## src/pwe_pkg.sv

```systemverilog
`timescale 1ns / 1ps
// ----------------------------------------------------------------------------
// pwe_pkg
// shared types, codes and constant tables of the exp envelope evaluator
// ----------------------------------------------------------------------------
package pwe_pkg;

  localparam int MaxPoints = 16;
  localparam int IdxW      = $clog2(MaxPoints);
  localparam int CntW      = IdxW + 1;
  localparam int FixW      = 32;

  // operation codes
  localparam logic OP_LOAD = 1'b0;
  localparam logic OP_EVAL = 1'b1;

  // register indexes
  localparam logic [1:0] REG_POINT_COUNT   = 2'd0;
  localparam logic [1:0] REG_MODE_ABSCISSA = 2'd1;
  localparam logic [1:0] REG_MODE_SIDE     = 2'd2;
  localparam logic [1:0] REG_MODE_INTERIOR = 2'd3;

  // envelope cases
  localparam logic [2:0] CASE_RIGHT_CONST  = 3'd0;
  localparam logic [2:0] CASE_LEFT_SECANT  = 3'd1;
  localparam logic [2:0] CASE_RIGHT_SECANT = 3'd2;
  localparam logic [2:0] CASE_LEFT_CONST   = 3'd3;
  localparam logic [2:0] CASE_NONE         = 3'd4;

  // log2(e) in q16
  localparam logic signed [18:0] LOG2E_Q16 = 19'sd94548;
  // exponent clamp, 32.0 in q16.16
  localparam logic signed [50:0] X_LIMIT = 51'sd2097152;

  typedef struct packed {
    logic [CntW-1:0]        point_count;
    logic signed [FixW-1:0] mode_abscissa;
    logic                   mode_side;
    logic                   mode_interior;
  } cfg_t;

  typedef struct packed {
    logic [FixW-1:0] value;
    logic [2:0]      case_taken;
    logic            saturated;
  } res_t;

  typedef logic [31:0] root_tab_t [0:16];

  // t[k] = isqrt(t[k-1] * 2^30), t[0] = 2^31
  function automatic root_tab_t build_roots();
    root_tab_t   t;
    logic [63:0] a;
    logic [63:0] res;
    logic [63:0] bitv;
    t[0] = 32'h8000_0000;
    for (int k = 1; k <= 16; k++) begin
      a    = {2'b00, t[k-1], 30'b0};
      res  = 64'd0;
      bitv = 64'h4000_0000_0000_0000;
      for (int i = 0; i < 32; i++) begin
        if (a >= res + bitv) begin
          a   = a - (res + bitv);
          res = (res >> 1) + bitv;
        end else begin
          res = res >> 1;
        end
        bitv = bitv >> 2;
      end
      t[k] = res[31:0];
    end
    return t;
  endfunction

  localparam root_tab_t ROOT_TAB = build_roots();

  // clamp a wide log value into the exponent range [-32, 32]
  function automatic logic signed [22:0] clamp_x(input logic signed [50:0] v);
    logic signed [50:0] c;
    c = v;
    if (v > X_LIMIT) c = X_LIMIT;
    if (v < -X_LIMIT) c = -X_LIMIT;
    return c[22:0];
  endfunction

endpackage

```

## src/pwe_store.sv

```systemverilog
`timescale 1ns / 1ps
// ----------------------------------------------------------------------------
// pwe_store
// point table: abscissa and log value per row, one write and one read port
// ----------------------------------------------------------------------------
module pwe_store (
  input  logic                      clk,
  input  logic                      wr_en,
  input  logic [pwe_pkg::IdxW-1:0]  wr_addr,
  input  logic [2*pwe_pkg::FixW-1:0] wr_data,
  input  logic [pwe_pkg::IdxW-1:0]  rd_addr,
  output logic [2*pwe_pkg::FixW-1:0] rd_data
);

  logic [2*pwe_pkg::FixW-1:0] mem [0:pwe_pkg::MaxPoints-1];

  always_ff @(posedge clk) begin
    if (wr_en) begin
      mem[wr_addr] <= wr_data;
    end
  end

  always_ff @(posedge clk) begin
    rd_data <= mem[rd_addr];
  end

endmodule

```

## config.mk

```make
export PLATFORM = sky130hd
export DESIGN_NAME = pwe_store
export DESIGN_NICKNAME = d
export VERILOG_FILES = /design/src/pwe_pkg.sv /design/src/pwe_store.sv
export SDC_FILE = /design/constraint.sdc
export NUM_CORES = 1
export LEC_CHECK = 0
export ABC_AREA = 1
export CAP_MARGIN = 0
export CORE_UTILIZATION = 40
export DETAILED_ROUTE_END_ITERATION = 6
export DONT_BUFFER_PORTS = 1
export GPL_TIMING_DRIVEN = 0
export REMOVE_ABC_BUFFERS = 1
export SLEW_MARGIN = 20
export SYNTH_ARGS = -nofsm -noshare
export SYNTH_HDL_FRONTEND = slang
export SYNTH_SLANG_ARGS = --single-unit
```

## constraint.sdc

```tcl
create_clock -name clk -period 4.2 [get_ports clk]
set_clock_uncertainty 0.1 [all_clocks]
set_input_delay 0.42 -clock clk [delete_from_list [all_inputs] [get_ports clk]]
set_output_delay 0.42 -clock clk [all_outputs]
set_load 0.1 [all_outputs]
```

==> impl_metrics.ini <==
[synthesis]
synth.area.top_cells = edfxtp_1, nand2_1, nand3_1
netlist_top_cells_count = nand2_1, edfxtp_1, inv_1
ys.flop_type = edfxtp_1
synth_seq_area_share_pct = 70.7
synth_top_area_cell = edfxtp_1
synth.top_cell.area_share_pct = 67.9
ys_seq_elements = 1088
synth_cells = 4210
synth_edf_count = 1024
synthArstFlopShare_pct = 0
postSynthAreaPerCell_sq_um = 10.8
yosys_warnings = 0
synth.most_common_cell = nand2_1
synth_cell_types = 15
syn_area_sq_mm = 0.0453

[timing]
fin_crit_ns = 3.26
tns_ns = 0
slew_headroom_pct = -14.2
final_hold_viol_count = 0
clock.fmax_ghz = 0.307
hold_slack_ns = 0.0294
rsz0062_at_grt = no
drv_slew = 123
worst_pin_slew_ns = 1.71
setup_viol = 0
period_share_pct = 77.7
finalWorstSetupSlack_ns = 0.938

[setup_path]
cp-startpoint = rd_addr[0]
critical_path.endpoint_type = register
slowest_delay_ns = 0.67
arrival_ns = 3.73
path_buf_inv = 4
endpoint = rd_data[40]
rrSetupSlack_ns = 1.52
ff2ff_path_depth = 9
cp.required_ns = 4.66
critical_path_peak_fanout = 513
cpMaxStageDelayCell = inv_16
cp.depth = 9
r2r_start = mem[12][40]
critPathLaunchType = primary input
cp_top_family = buffers and inverters
crit_chain = inv_16 > nand2_1 > nand3_1 > nand3_1 > dlygate4sd3_1 > nand3_1 > dlygate4sd3_1 > nand2_1 > dlygate4sd3_1
r2r_end = rd_data[40]
critPathKind = in -> reg

[place]
gp_congestion = 0.682
dp.cells = 5576
pre_cts_slack_ns = 1.21
placed_area_sq_mm = 0.0478
port_buffers = 0
hpwl_mm = 57.7

[min_path]
hold_class = in -> reg

[power]
p_leak_nw = 21.7
p_per_area_mw_per_mm2 = 446
vdd_drop_max_v = 0.000313
p_total_mw = 23.2

[route]
num_vias = 28400
drc = 0
routed_wl_mm = 113
drtPass1Iterations = 5
final_antenna_net_count = 0
drtIter0Drc = 2716
wl_per_cell_microns = 19.4
avgViaCountPerCell = 4.84

[clock_network]
clkSlewWorstSetupHoldPaths_ns = 0.06
post-cts-setup-buffer-count = 0
h-tree-depth = 3
root_buffer = clkbuf_16
clock_sinks = 1088
cts_tree = done
cts_hold_buffers = 85
cts_resized = 0
clock_tree.buffer_depth = 3
clkLatencyLatePin_ns = 0.68
cts_inserted_buffers = 107

[cells_and_area]
final_core_util_pct = 46.4
drive_above_1_share_pct = 5.75
syn_to_final_growth_pct = 15.1
fin_cells = 5865
postLayoutCellArea_sq_mm = 0.0521
fin_nets = 4344

[grt]
grtUsageTotal_pct = 19.7
antenna_found_initial = 13
grt_pass1_wl_mm = 170
grt_overflow = 0
grt_start_max_net_pins = 514
grt_pass1_vias = 26600

[die]
die_area_sq_mm = 0.115
core_area_sq_mm = 0.112
die_x_microns = 338
rows = 123
start_util_pct = 40.3
io_pins = 138
die_height_microns = 338

[run_status]
status = complete, but fails checks
violations = max-slew violations

[run]
cap_viol_max_count = 0
==> worst reg2reg max path, stage by stage, from the launching register on <==
cell	delay, ns
edfxtp_1	0.37
inv_1	0.07
nand2_1	0.05
nand3_1	0.09
nand3_1	0.09
dlygate4sd3_1	0.58
nand3_1	0.07
dlygate4sd3_1	0.55
nand2_1	0.05
dlygate4sd3_1	0.54
==> routing by layer <==
layer | share of wire (%) | vias up | track usage (%)
met4 | 2.3 | 18 | 5.81
met5 | 0.11 | - | 0
met3 | 6.1 | 177 | 3.31
met1 | 45 | 13700 | 27.5
met2 | 47 | 778 | 31.6
li1 | - | 13700 | -
==> layout by cell type (no fill, tap or decap), types with 3 or more instances in the layout <==
cell type,count
nand2_1,1349
edfxtp_1,1024
inv_1,770
nand3_1,769
clkbuf_16,107
dlygate4sd3_1,82
dfxtp_1,64
buf_16,47
clkbuf_1,39
buf_12,32
clkinv_2,17
nor2_4,16
clkbuf_8,15
clkinv_1,11
bufinv_16,5
diode_2,3
inv_6,3
==> sequential cells by signal, indices dropped and copies added (netlist names) <==
name,flops
rd_data,64
mem,1024
==> power by group <==
| group | switching, mW | internal [mW] | leakage, nW |
|---|---|---|---|
| clock | 3.97 | 5.29 | 1.66 |
| sequential | 0.600 | 12.1 | 9.79 |
| combinational | 0.833 | 0.409 | 10.2 |
| total | 5.40 | 17.8 | 21.7 |
==> layout make-up <==
class                           count  area [sq um]
Inverter                          774          2940
Sequential cell                  1088         32000
Timing Repair Buffer              162          2770
Clock buffer                      161          3030
Clock inverter                     40           363
Antenna cell                        3          7.51
Fill cell                       10000         60200
Tap cell                         1500          1880
Multi-Input combinational cell   2137          9110
==> worst min path at each step <==
stage | start | cells after the start | end
3_5_place_dp | wr_data[16] | 0 | mem[15][16]
5_1_grt | rd_addr[2] | 3 | rd_data[4]
4_1_cts | rd_addr[2] | 3 | rd_data[4]
2_1_floorplan | wr_data[0] | 0 | mem[0][0]
3_3_place_gp | wr_data[29] | 0 | mem[15][29]
6_report | rd_addr[2] | 3 | rd_data[4]
==> cell families after synthesis <==
group / count (synthesis) / synth area share (%)
buffers and inverters: 985 / 9.42
AND/OR/NAND/NOR: 2137 / 19.9
flip-flops: 1088 / 70.7
Note: power is estimated with default switching activity, not from simulation.
