$ cat src/pwe_pkg.sv
`timescale 1ns / 1ps
// ----------------------------------------------------------------------------
// pwe_pkg
// shared types, codes and constant tables of the exp envelope evaluator
// ----------------------------------------------------------------------------
package pwe_pkg;

  localparam int MaxPoints = 16;
  localparam int IdxW      = $clog2(MaxPoints);
  localparam int CntW      = IdxW + 1;
  localparam int FixW      = 32;

  // operation codes
  localparam logic OP_LOAD = 1'b0;
  localparam logic OP_EVAL = 1'b1;

  // register indexes
  localparam logic [1:0] REG_POINT_COUNT   = 2'd0;
  localparam logic [1:0] REG_MODE_ABSCISSA = 2'd1;
  localparam logic [1:0] REG_MODE_SIDE     = 2'd2;
  localparam logic [1:0] REG_MODE_INTERIOR = 2'd3;

  // envelope cases
  localparam logic [2:0] CASE_RIGHT_CONST  = 3'd0;
  localparam logic [2:0] CASE_LEFT_SECANT  = 3'd1;
  localparam logic [2:0] CASE_RIGHT_SECANT = 3'd2;
  localparam logic [2:0] CASE_LEFT_CONST   = 3'd3;
  localparam logic [2:0] CASE_NONE         = 3'd4;

  // log2(e) in q16
  localparam logic signed [18:0] LOG2E_Q16 = 19'sd94548;
  // exponent clamp, 32.0 in q16.16
  localparam logic signed [50:0] X_LIMIT = 51'sd2097152;

  typedef struct packed {
    logic [CntW-1:0]        point_count;
    logic signed [FixW-1:0] mode_abscissa;
    logic                   mode_side;
    logic                   mode_interior;
  } cfg_t;

  typedef struct packed {
    logic [FixW-1:0] value;
    logic [2:0]      case_taken;
    logic            saturated;
  } res_t;

  typedef logic [31:0] root_tab_t [0:16];

  // t[k] = isqrt(t[k-1] * 2^30), t[0] = 2^31
  function automatic root_tab_t build_roots();
    root_tab_t   t;
    logic [63:0] a;
    logic [63:0] res;
    logic [63:0] bitv;
    t[0] = 32'h8000_0000;
    for (int k = 1; k <= 16; k++) begin
      a    = {2'b00, t[k-1], 30'b0};
      res  = 64'd0;
      bitv = 64'h4000_0000_0000_0000;
      for (int i = 0; i < 32; i++) begin
        if (a >= res + bitv) begin
          a   = a - (res + bitv);
          res = (res >> 1) + bitv;
        end else begin
          res = res >> 1;
        end
        bitv = bitv >> 2;
      end
      t[k] = res[31:0];
    end
    return t;
  endfunction

  localparam root_tab_t ROOT_TAB = build_roots();

  // clamp a wide log value into the exponent range [-32, 32]
  function automatic logic signed [22:0] clamp_x(input logic signed [50:0] v);
    logic signed [50:0] c;
    c = v;
    if (v > X_LIMIT) c = X_LIMIT;
    if (v < -X_LIMIT) c = -X_LIMIT;
    return c[22:0];
  endfunction

endpackage

$ cat src/pwe_core.sv
`timescale 1ns / 1ps
// ----------------------------------------------------------------------------
// pwe_core
// sequencer and shared iterative datapath: search, divide, multiply, exp
// ----------------------------------------------------------------------------
module pwe_core (
  input  logic                        clk,
  input  logic                        rst,
  input  pwe_pkg::cfg_t               cfg,
  input  logic                        start,
  input  logic signed [pwe_pkg::FixW-1:0] query,
  output logic [pwe_pkg::IdxW-1:0]    rd_addr,
  input  logic [2*pwe_pkg::FixW-1:0]  rd_data,
  output logic                        busy,
  output logic                        res_valid,
  input  logic                        res_take,
  output pwe_pkg::res_t               res
);

  typedef enum logic [14:0] {
    S_IDLE     = 15'b000000000000001,
    S_SRCH_RD  = 15'b000000000000010,
    S_SRCH_CMP = 15'b000000000000100,
    S_FET_RD   = 15'b000000000001000,
    S_FET_CAP  = 15'b000000000010000,
    S_DECIDE   = 15'b000000000100000,
    S_SEC      = 15'b000000001000000,
    S_DIV      = 15'b000000010000000,
    S_SLOPE    = 15'b000000100000000,
    S_MUL      = 15'b000001000000000,
    S_LOG      = 15'b000010000000000,
    S_EXP_Y    = 15'b000100000000000,
    S_EXP_R    = 15'b001000000000000,
    S_EXP_SH   = 15'b010000000000000,
    S_DONE     = 15'b100000000000000
  } state_t;

  localparam int W  = pwe_pkg::FixW;
  localparam int IW = pwe_pkg::IdxW;
  localparam int CW = pwe_pkg::CntW;

  state_t state;

  logic [CW-1:0]       cnt;
  logic [CW-1:0]       cnt_m1;
  logic [IW-1:0]       idx;
  logic [IW-1:0]       s;
  logic signed [W-1:0] q;
  logic [1:0]          fk;
  logic signed [W-1:0] row_abs [0:3];
  logic signed [W-1:0] row_log [0:3];
  logic [2:0]          cs;
  logic [IW-1:0]       im1;
  logic [IW-1:0]       ip1;
  logic [IW-1:0]       ip2;
  logic [IW-1:0]       fetch_addr;
  logic signed [W-1:0] rd_abs;
  logic signed [W-1:0] rd_log;

  // divider / multiplier / exp registers
  logic        neg;
  logic [32:0] den;
  logic [32:0] rem;
  logic [48:0] quo;
  logic [5:0]  step;
  logic [31:0] mcand;
  logic [65:0] prod;
  logic signed [22:0] x;
  logic signed [7:0]  n;
  logic [15:0] f;
  logic [30:0] r;
  logic [3:0]  j;
  logic        anchor_hi;

  assign rd_abs = signed'(rd_data[2*W-1:W]);
  assign rd_log = signed'(rd_data[W-1:0]);

  always_comb begin
    cnt = cfg.point_count;
    if (cfg.point_count < CW'(2)) cnt = CW'(2);
    if (cfg.point_count > CW'(pwe_pkg::MaxPoints)) cnt = CW'(pwe_pkg::MaxPoints);
  end
  assign cnt_m1 = cnt - CW'(1);

  assign im1 = (s != '0) ? s - IW'(1) : '0;
  assign ip1 = ({1'b0, s} + CW'(1) < cnt) ? s + IW'(1) : cnt_m1[IW-1:0];
  assign ip2 = ({1'b0, s} + CW'(2) < cnt) ? s + IW'(2) : cnt_m1[IW-1:0];

  always_comb begin
    unique case (fk)
      2'd0: fetch_addr = im1;
      2'd1: fetch_addr = s;
      2'd2: fetch_addr = ip1;
      default: fetch_addr = ip2;
    endcase
  end

  assign rd_addr = (state == S_SRCH_RD) ? idx : fetch_addr;

  // case selection from s and its right neighbour
  logic [2:0] cs_next;
  logic signed [W-1:0] a0;
  logic signed [W-1:0] a1;
  logic signed [W-1:0] z;
  assign a0 = row_abs[1];
  assign a1 = row_abs[2];
  assign z  = cfg.mode_abscissa;

  always_comb begin
    priority if ((a1 == z && !cfg.mode_side) || a1 < z) begin
      cs_next = pwe_pkg::CASE_RIGHT_CONST;
    end else if (a1 == z && cfg.mode_side && cfg.mode_interior) begin
      cs_next = pwe_pkg::CASE_LEFT_SECANT;
    end else if (a0 == z && !cfg.mode_side && cfg.mode_interior) begin
      cs_next = pwe_pkg::CASE_RIGHT_SECANT;
    end else if ((a0 == z && cfg.mode_side) || (a1 == z && cfg.mode_side) ||
                 (a0 == z && !cfg.mode_interior) || a0 > z) begin
      cs_next = pwe_pkg::CASE_LEFT_CONST;
    end else begin
      cs_next = pwe_pkg::CASE_NONE;
    end
  end

  // secant operands: rows m1,s for left secant, rows p1,p2 for right secant
  logic signed [32:0] dl;
  logic signed [32:0] da;
  logic signed [W-1:0] anc_abs;
  logic signed [W-1:0] anc_log;
  always_comb begin
    if (anchor_hi) begin
      dl = 33'(row_log[3]) - 33'(row_log[2]);
      da = 33'(row_abs[3]) - 33'(row_abs[2]);
      anc_abs = row_abs[2];
      anc_log = row_log[2];
    end else begin
      dl = 33'(row_log[1]) - 33'(row_log[0]);
      da = 33'(row_abs[1]) - 33'(row_abs[0]);
      anc_abs = row_abs[1];
      anc_log = row_log[1];
    end
  end

  logic [32:0] dl_mag;
  logic [32:0] da_mag;
  assign dl_mag = dl[32] ? 33'(-dl) : 33'(dl);
  assign da_mag = da[32] ? 33'(-da) : 33'(da);

  // restoring divide step
  logic [33:0] rem_sh;
  logic        q_bit;
  logic [33:0] rem_sub;
  assign rem_sh  = {rem, quo[48]};
  assign rem_sub = rem_sh - {1'b0, den};
  assign q_bit   = (rem_sh >= {1'b0, den});

  // slope magnitude after saturation
  logic [31:0] slope_mag;
  always_comb begin
    if (neg) slope_mag = (quo > 49'h0_8000_0000) ? 32'h8000_0000 : quo[31:0];
    else     slope_mag = (quo > 49'h0_7FFF_FFFF) ? 32'h7FFF_FFFF : quo[31:0];
  end

  logic signed [32:0] dq;
  logic [32:0]        dq_mag;
  assign dq     = 33'(q) - 33'(anc_abs);
  assign dq_mag = dq[32] ? 33'(-dq) : 33'(dq);

  // shift-add multiply step
  logic [32:0] mul_sum;
  assign mul_sum = prod[65:33] + (prod[0] ? {1'b0, mcand} : 33'd0);

  // log value of the secant
  logic signed [65:0] prod_s;
  logic signed [49:0] prod_f;
  logic signed [50:0] lg;
  assign prod_s = neg ? -signed'(prod) : signed'(prod);
  assign prod_f = 50'(prod_s >>> 16);
  assign lg     = 51'(prod_f) + 51'(anc_log);

  // exponent split
  logic signed [41:0] ymul;
  logic signed [25:0] y;
  assign ymul = 42'(x) * 42'(pwe_pkg::LOG2E_Q16);
  assign y    = 26'(ymul >>> 16);

  // fraction multiply
  logic [4:0]  tk;
  logic [62:0] rmul;
  assign tk   = 5'd16 - {1'b0, j};
  assign rmul = {32'd0, r} * {31'd0, pwe_pkg::ROOT_TAB[tk]};

  // final scaling by 2^(n-14)
  logic signed [8:0] sh;
  logic [63:0]       shl;
  logic [30:0]       shr;
  assign sh  = 9'(n) - 9'sd14;
  assign shl = {33'd0, r} << sh[5:0];
  assign shr = r >> 5'(-sh);

  always_ff @(posedge clk) begin
    if (rst) begin
      state <= S_IDLE;
    end else begin
      unique case (state)
        S_IDLE: begin
          if (start) begin
            q     <= query;
            idx   <= '0;
            s     <= '0;
            state <= S_SRCH_RD;
          end
        end
        S_SRCH_RD: state <= S_SRCH_CMP;
        S_SRCH_CMP: begin
          if (rd_abs < q) s <= idx;
          if ({1'b0, idx} == cnt_m1) begin
            fk    <= 2'd0;
            state <= S_FET_RD;
          end else begin
            idx   <= idx + IW'(1);
            state <= S_SRCH_RD;
          end
        end
        S_FET_RD: state <= S_FET_CAP;
        S_FET_CAP: begin
          row_abs[fk] <= rd_abs;
          row_log[fk] <= rd_log;
          fk          <= fk + 2'd1;
          state       <= (fk == 2'd3) ? S_DECIDE : S_FET_RD;
        end
        S_DECIDE: begin
          cs        <= cs_next;
          anchor_hi <= (cs_next == pwe_pkg::CASE_RIGHT_SECANT);
          unique case (cs_next)
            pwe_pkg::CASE_RIGHT_CONST: begin
              x     <= pwe_pkg::clamp_x(51'(row_log[2]));
              state <= S_EXP_Y;
            end
            pwe_pkg::CASE_LEFT_CONST: begin
              x     <= pwe_pkg::clamp_x(51'(row_log[1]));
              state <= S_EXP_Y;
            end
            pwe_pkg::CASE_LEFT_SECANT, pwe_pkg::CASE_RIGHT_SECANT: state <= S_SEC;
            default: begin
              res   <= '{value: '0, case_taken: pwe_pkg::CASE_NONE, saturated: 1'b0};
              state <= S_DONE;
            end
          endcase
        end
        S_SEC: begin
          neg  <= dl[32] ^ da[32];
          den  <= da_mag;
          rem  <= '0;
          // equal abscissae give a flat secant
          quo  <= (da == '0) ? 49'd0 : {dl_mag[32:0], 16'd0};
          step <= 6'd48;
          state <= (da == '0) ? S_SLOPE : S_DIV;
        end
        S_DIV: begin
          rem  <= q_bit ? rem_sub[32:0] : rem_sh[32:0];
          quo  <= {quo[47:0], q_bit};
          step <= step - 6'd1;
          if (step == '0) state <= S_SLOPE;
        end
        S_SLOPE: begin
          mcand <= slope_mag;
          neg   <= neg ^ dq[32];
          prod  <= {33'd0, dq_mag};
          step  <= 6'd32;
          state <= S_MUL;
        end
        S_MUL: begin
          prod  <= {1'b0, mul_sum, prod[32:1]};
          step  <= step - 6'd1;
          if (step == '0) state <= S_LOG;
        end
        S_LOG: begin
          x     <= pwe_pkg::clamp_x(lg);
          state <= S_EXP_Y;
        end
        S_EXP_Y: begin
          n     <= 8'(y >>> 16);
          f     <= y[15:0];
          r     <= 31'h4000_0000;
          j     <= 4'd15;
          state <= S_EXP_R;
        end
        S_EXP_R: begin
          if (f[j]) r <= rmul[60:30];
          j <= j - 4'd1;
          if (j == '0) state <= S_EXP_SH;
        end
        S_EXP_SH: begin
          res.case_taken <= cs;
          if (!sh[8]) begin
            if (shl[63:32] != '0) begin
              res.value     <= '1;
              res.saturated <= 1'b1;
            end else begin
              res.value     <= shl[31:0];
              res.saturated <= 1'b0;
            end
          end else begin
            res.value     <= (sh < -9'sd31) ? '0 : {1'b0, shr};
            res.saturated <= 1'b0;
          end
          state <= S_DONE;
        end
        S_DONE: begin
          if (res_take) state <= S_IDLE;
        end
        default: state <= S_IDLE;
      endcase
    end
  end

  assign busy      = (state != S_IDLE);
  assign res_valid = (state == S_DONE);

  cs_range: assert property (@(posedge clk) disable iff (rst)
    res_valid |-> res.case_taken <= pwe_pkg::CASE_NONE)
    else $error("case code out of range");
  none_zero: assert property (@(posedge clk) disable iff (rst)
    res_valid && res.case_taken == pwe_pkg::CASE_NONE |-> res.value == '0 && !res.saturated)
    else $error("no-envelope case gives nonzero value");
  sat_max: assert property (@(posedge clk) disable iff (rst)
    res_valid && res.saturated |-> &res.value)
    else $error("saturated result not clamped to full scale");

endmodule

$ cat config.mk
export PLATFORM = sky130hd
export DESIGN_NAME = pwe_core
export DESIGN_NICKNAME = d
export VERILOG_FILES = /design/src/pwe_pkg.sv /design/src/pwe_core.sv
export SDC_FILE = /design/constraint.sdc
export NUM_CORES = 2
export LEC_CHECK = 0
export BUFFER_PORTS_ARGS = -buffer_cell sky130_fd_sc_hd__buf_2
export CAP_MARGIN = 10
export CORE_ASPECT_RATIO = 1.75
export CORE_MARGIN = 3
export CORE_UTILIZATION = 62
export DETAILED_ROUTE_END_ITERATION = 16
export HOLD_SLACK_MARGIN = 0.12
export PLACE_DENSITY = 0.82
export SLEW_MARGIN = 20
export SYNTH_ARGS = -nofsm -noshare
export SYNTH_HDL_FRONTEND = slang
export SYNTH_SLANG_ARGS = --single-unit
$ cat constraint.sdc
create_clock -name clk -period 17.47 [get_ports clk]
set_clock_uncertainty 0.15 [all_clocks]
set_input_delay 3.494 -clock clk [delete_from_list [all_inputs] [get_ports clk]]
set_output_delay 3.494 -clock clk [all_outputs]
set_load 0.03 [all_outputs]
==> impl_metrics.py <==
metrics = {
    "detailed_routing": {
        "wl_met1_um": 85300,
        "routedWlPerCell_um": 25.5,
        "viasPerCell": 6.47,
        "vias": 72700,
        "met2_length_um": 143000,
        "dr_wl_met3_um": 22700,
        "dr.first_iter.drc_count": 5701,
        "drt_pre_antenna_iters": 5,
        "dr.max_layer_used": "met5",
        "route.detailed.drc": 0,
        "totalWireLength_um": 287000,
        "detail-route-antenna-nets": 0,
    },
    "sta": {
        "worst_slew_pin_slew_ns": 1.16,
        "finalMaxSlewViolations": 0,
        "finalSetupTns_ns": 0,
        "timing.fmax_ghz": 0.0773,
        "setup_viol": 0,
        "hold_viol": 0,
        "fin_crit_sh_pct": 74.1,
        "rsz0062_at_grt": "no",
        "period_needed_ns": 12.94,
        "slew-limit-headroom_pct": 22.2,
    },
    "finish": {
        "drive_gt1_share_pct": 6.89,
        "fin_util_pct": 66.4,
        "regArea_sq_mm": 0.0195,
        "fin_area_sq_mm": 0.0928,
        "nets": 11300,
        "n_fill_cell": 10800,
        "fin_cells": 11200,
        "multiInputGateArea_sq_mm": 0.0613,
        "syn2layout_area_growth_pct": 5.93,
    },
    "clock_tree": {
        "post_cts_resized": 0,
        "holdBufCountCts": 0,
        "clkTransAtPathRegs_ns": 0.07,
        "cts_buffers": 66,
        "clock_latency_ns": 0.69,
        "postCtsSetupBuffers": 0,
        "cts_tree": "done",
        "htree_levels": 3,
        "clock_sinks": 654,
        "cts_root_buffer": "clkbuf_16",
        "clk_path_buf_depth": 3,
    },
    "critical_path": {
        "max_stage_delay_ns": 0.93,
        "end_kind": "register",
        "path_max_fanout": 31,
        "critPathLaunch": "j[0]",
        "cp-start-kind": "register",
        "crit_top_cell": "fa_1",
        "r2r_start": "j[0]",
        "crit_required_ns": 17.73,
        "crit_buf_inv": 4,
        "slowest_stage": "edfxtp_1",
        "crit_family": "adder cells",
        "worstSetupPathType": "reg -> reg",
        "cp_data_arrival_time_ns": 13.21,
    },
    "synth": {
        "synthSimpleGateAreaFrac_pct": 15.7,
        "synth_compound_area_share_pct": 12.6,
        "syn_area_per_cell_sq_um": 9.32,
        "muxShareOfSynthArea_pct": 3.13,
        "yosys_warnings": 0,
        "synth_edf_count": 639,
        "syn_inst": 9405,
        "syn-cell-area_sq_mm": 0.0876,
        "yosys.area_share.adder_pct": 33.9,
        "ys_types": 88,
        "synth_xor_area_share_pct": 4.29,
        "yosysSeqAreaShare_pct": 22.2,
        "synthFlopType": "edfxtp_1",
        "synth-seq-cells": 654,
        "synth_async_sr_flop_share_pct": 0,
        "synth_top_family_by_area": "adder cells",
        "synth_nets": 11300,
    },
    "floorplanning": {
        "rows": 181,
        "die_area_sq_mm": 0.146,
        "die_h_um": 503,
        "die_w_um": 290,
        "core_area_sq_mm": 0.140,
        "io_pins": 181,
        "start_util_pct": 62.7,
    },
    "flow_run": {
        "maxCapViolCount": 0,
    },
    "power_and_ir_drop": {
        "ir_drop_v": 0.0000888,
        "seqPwrFrac_pct": 50.5,
        "p_clk_share_pct": 44.4,
        "switching_share_pct": 23.9,
        "intPower_mw": 2.59,
        "combPwrFrac_pct": 5.1,
        "p_sw_mw": 0.816,
        "p_per_area_mw_per_mm2": 36.7,
        "power.leakage_nw": 41.9,
    },
    "global_route": {
        "grt_overflow": 0,
        "antenna_found_initial": 22,
        "grt_pass1_vias": 77200,
        "grt_use_total_pct": 39.6,
        "grt_pass1_wl_um": 440000,
        "grt_max_degree": 116,
    },
    "min_path": {
        "holdCritStartpoint": "cs[2]",
        "min_path_type": "reg -> reg",
    },
    "status": {
        "status": "complete, no violations",
    },
    "placed_design": {
        "routabilityCongestion": 1.03,
        "portBuffers": 180,
        "placed_cells": 11100,
        "placed_area_sq_mm": 0.0904,
        "hpwl_um": 221000,
    },
}
## layer usage
| layer | vias to the layer above | track usage (%) |
|---|---|---|
| met2 | 4016 | 69.4 |
| li1 | 31500 | - |
| met4 | 8 | 39.8 |
| met3 | 1807 | 8.45 |
| met5 | - | 0 |
| met1 | 35400 | 37.8 |
## worst reg2reg max path, delay by kind of cell, from the launching register on
family                     cells  cell delay (ns)
adders and majority gates     11             5.40
and+or+nand+nor                9             2.83
AOI/OAI and AO/OA              7             2.49
buffers and inverters          4             0.74
xor gates and xnor gates       1             0.16
DFF                            1             0.93
## state kept, by name, indices dropped and copies added, names as in the netlist, 16 cells and up
| signal | flops |
|---|---|
| x | 23 |
| row_abs | 128 |
| row_log | 128 |
| mcand | 32 |
| quo | 49 |
| prod | 65 |
| res | 36 |
| r | 31 |
| f | 16 |
| rem | 33 |
| q | 32 |
| den | 33 |
## cells in the mapped netlist, drive strengths merged, types with 77 or more instances
library cell	instances	share of area, %
nand2	805	3.4
nand3	143	0.82
mux2i	121	1.4
xnor2	287	2.9
edfxtp	639	22
and2	624	4.5
nor3	125	0.71
inv	1474	6.3
fa	966	22
clkbuf	409	1.8
a21o	219	1.9
xor2	142	1.4
nor2	482	2.1
o21ai	298	1.7
ha	825	12
a21oi	449	2.6
nand4	96	0.69
nor2b	83	0.59
a31oi	77	0.55
## power groups by stage
stage	logic (mW)	clock network (mW)	registers [mW]
6_report	0.173	1.51	1.72
5_1_grt	0.187	1.58	1.72
4_1_cts	0.170	1.52	1.72
3_5_place_dp	0.168	0	1.76
3_3_place_gp	0.163	0	1.76
2_1_floorplan	0.100	0	1.75
## metrics by stage
stage,hold WS [ns],power (mW),setup slack (ns)
detailed placement,0.352,1.92,4.48
global placement,0.331,1.92,4.85
floorplan,0.327,1.85,6.88
global route,0.389,3.49,3.90
finish,0.354,3.41,4.53
CTS,0.355,3.41,4.59
## kinds of logic after synthesis
logic type / after synthesis
adder cells (fa/ha/maj): 1791
buffers and inverters: 1911
AO/OA/AOI/OAI: 1671
flip-flops: 654
AND/OR/NAND/NOR: 2729
XOR/XNOR: 429
multiplexers: 220
## cell usage in the layout, fill, tap and decap left out, types with 57 or more instances in the layout
cell type / count
a31oi_1: 75
and3_1: 62
buf_2: 180
mux2i_1: 121
nor2_1: 472
nand3_1: 139
o21a_1: 72
clkbuf_16: 68
nor2b_1: 83
nand2_1: 804
nand2b_1: 72
buf_4: 117
a21oi_1: 438
edfxtp_1: 639
nand4_1: 96
fa_1: 966
xnor2_1: 284
and2_1: 619
a21o_1: 219
mux2_2: 62
ha_1: 825
nor3_1: 121
a211oi_1: 70
inv_1: 1473
nor4_1: 57
o21ai_0: 292
xor2_1: 140
## final timing paths
check,slack (ns),end,cells after the start
min reg2reg,0.35,res[3],1
max,4.53,r[28],32
max reg2reg,4.53,r[28],32
min,0.35,res[3],1
## cell type report
cell class,instances,share of cell area [%]
sequential,654,21.0
inverter,1476,5.97
timing repair buffer,301,2.00
clock inverter,46,0.550
clock buffer,75,1.87
tap,1830,2.47
antenna,25,0.0674
multi-input combinational,6840,66.1
(Power assumes the default switching activity.)
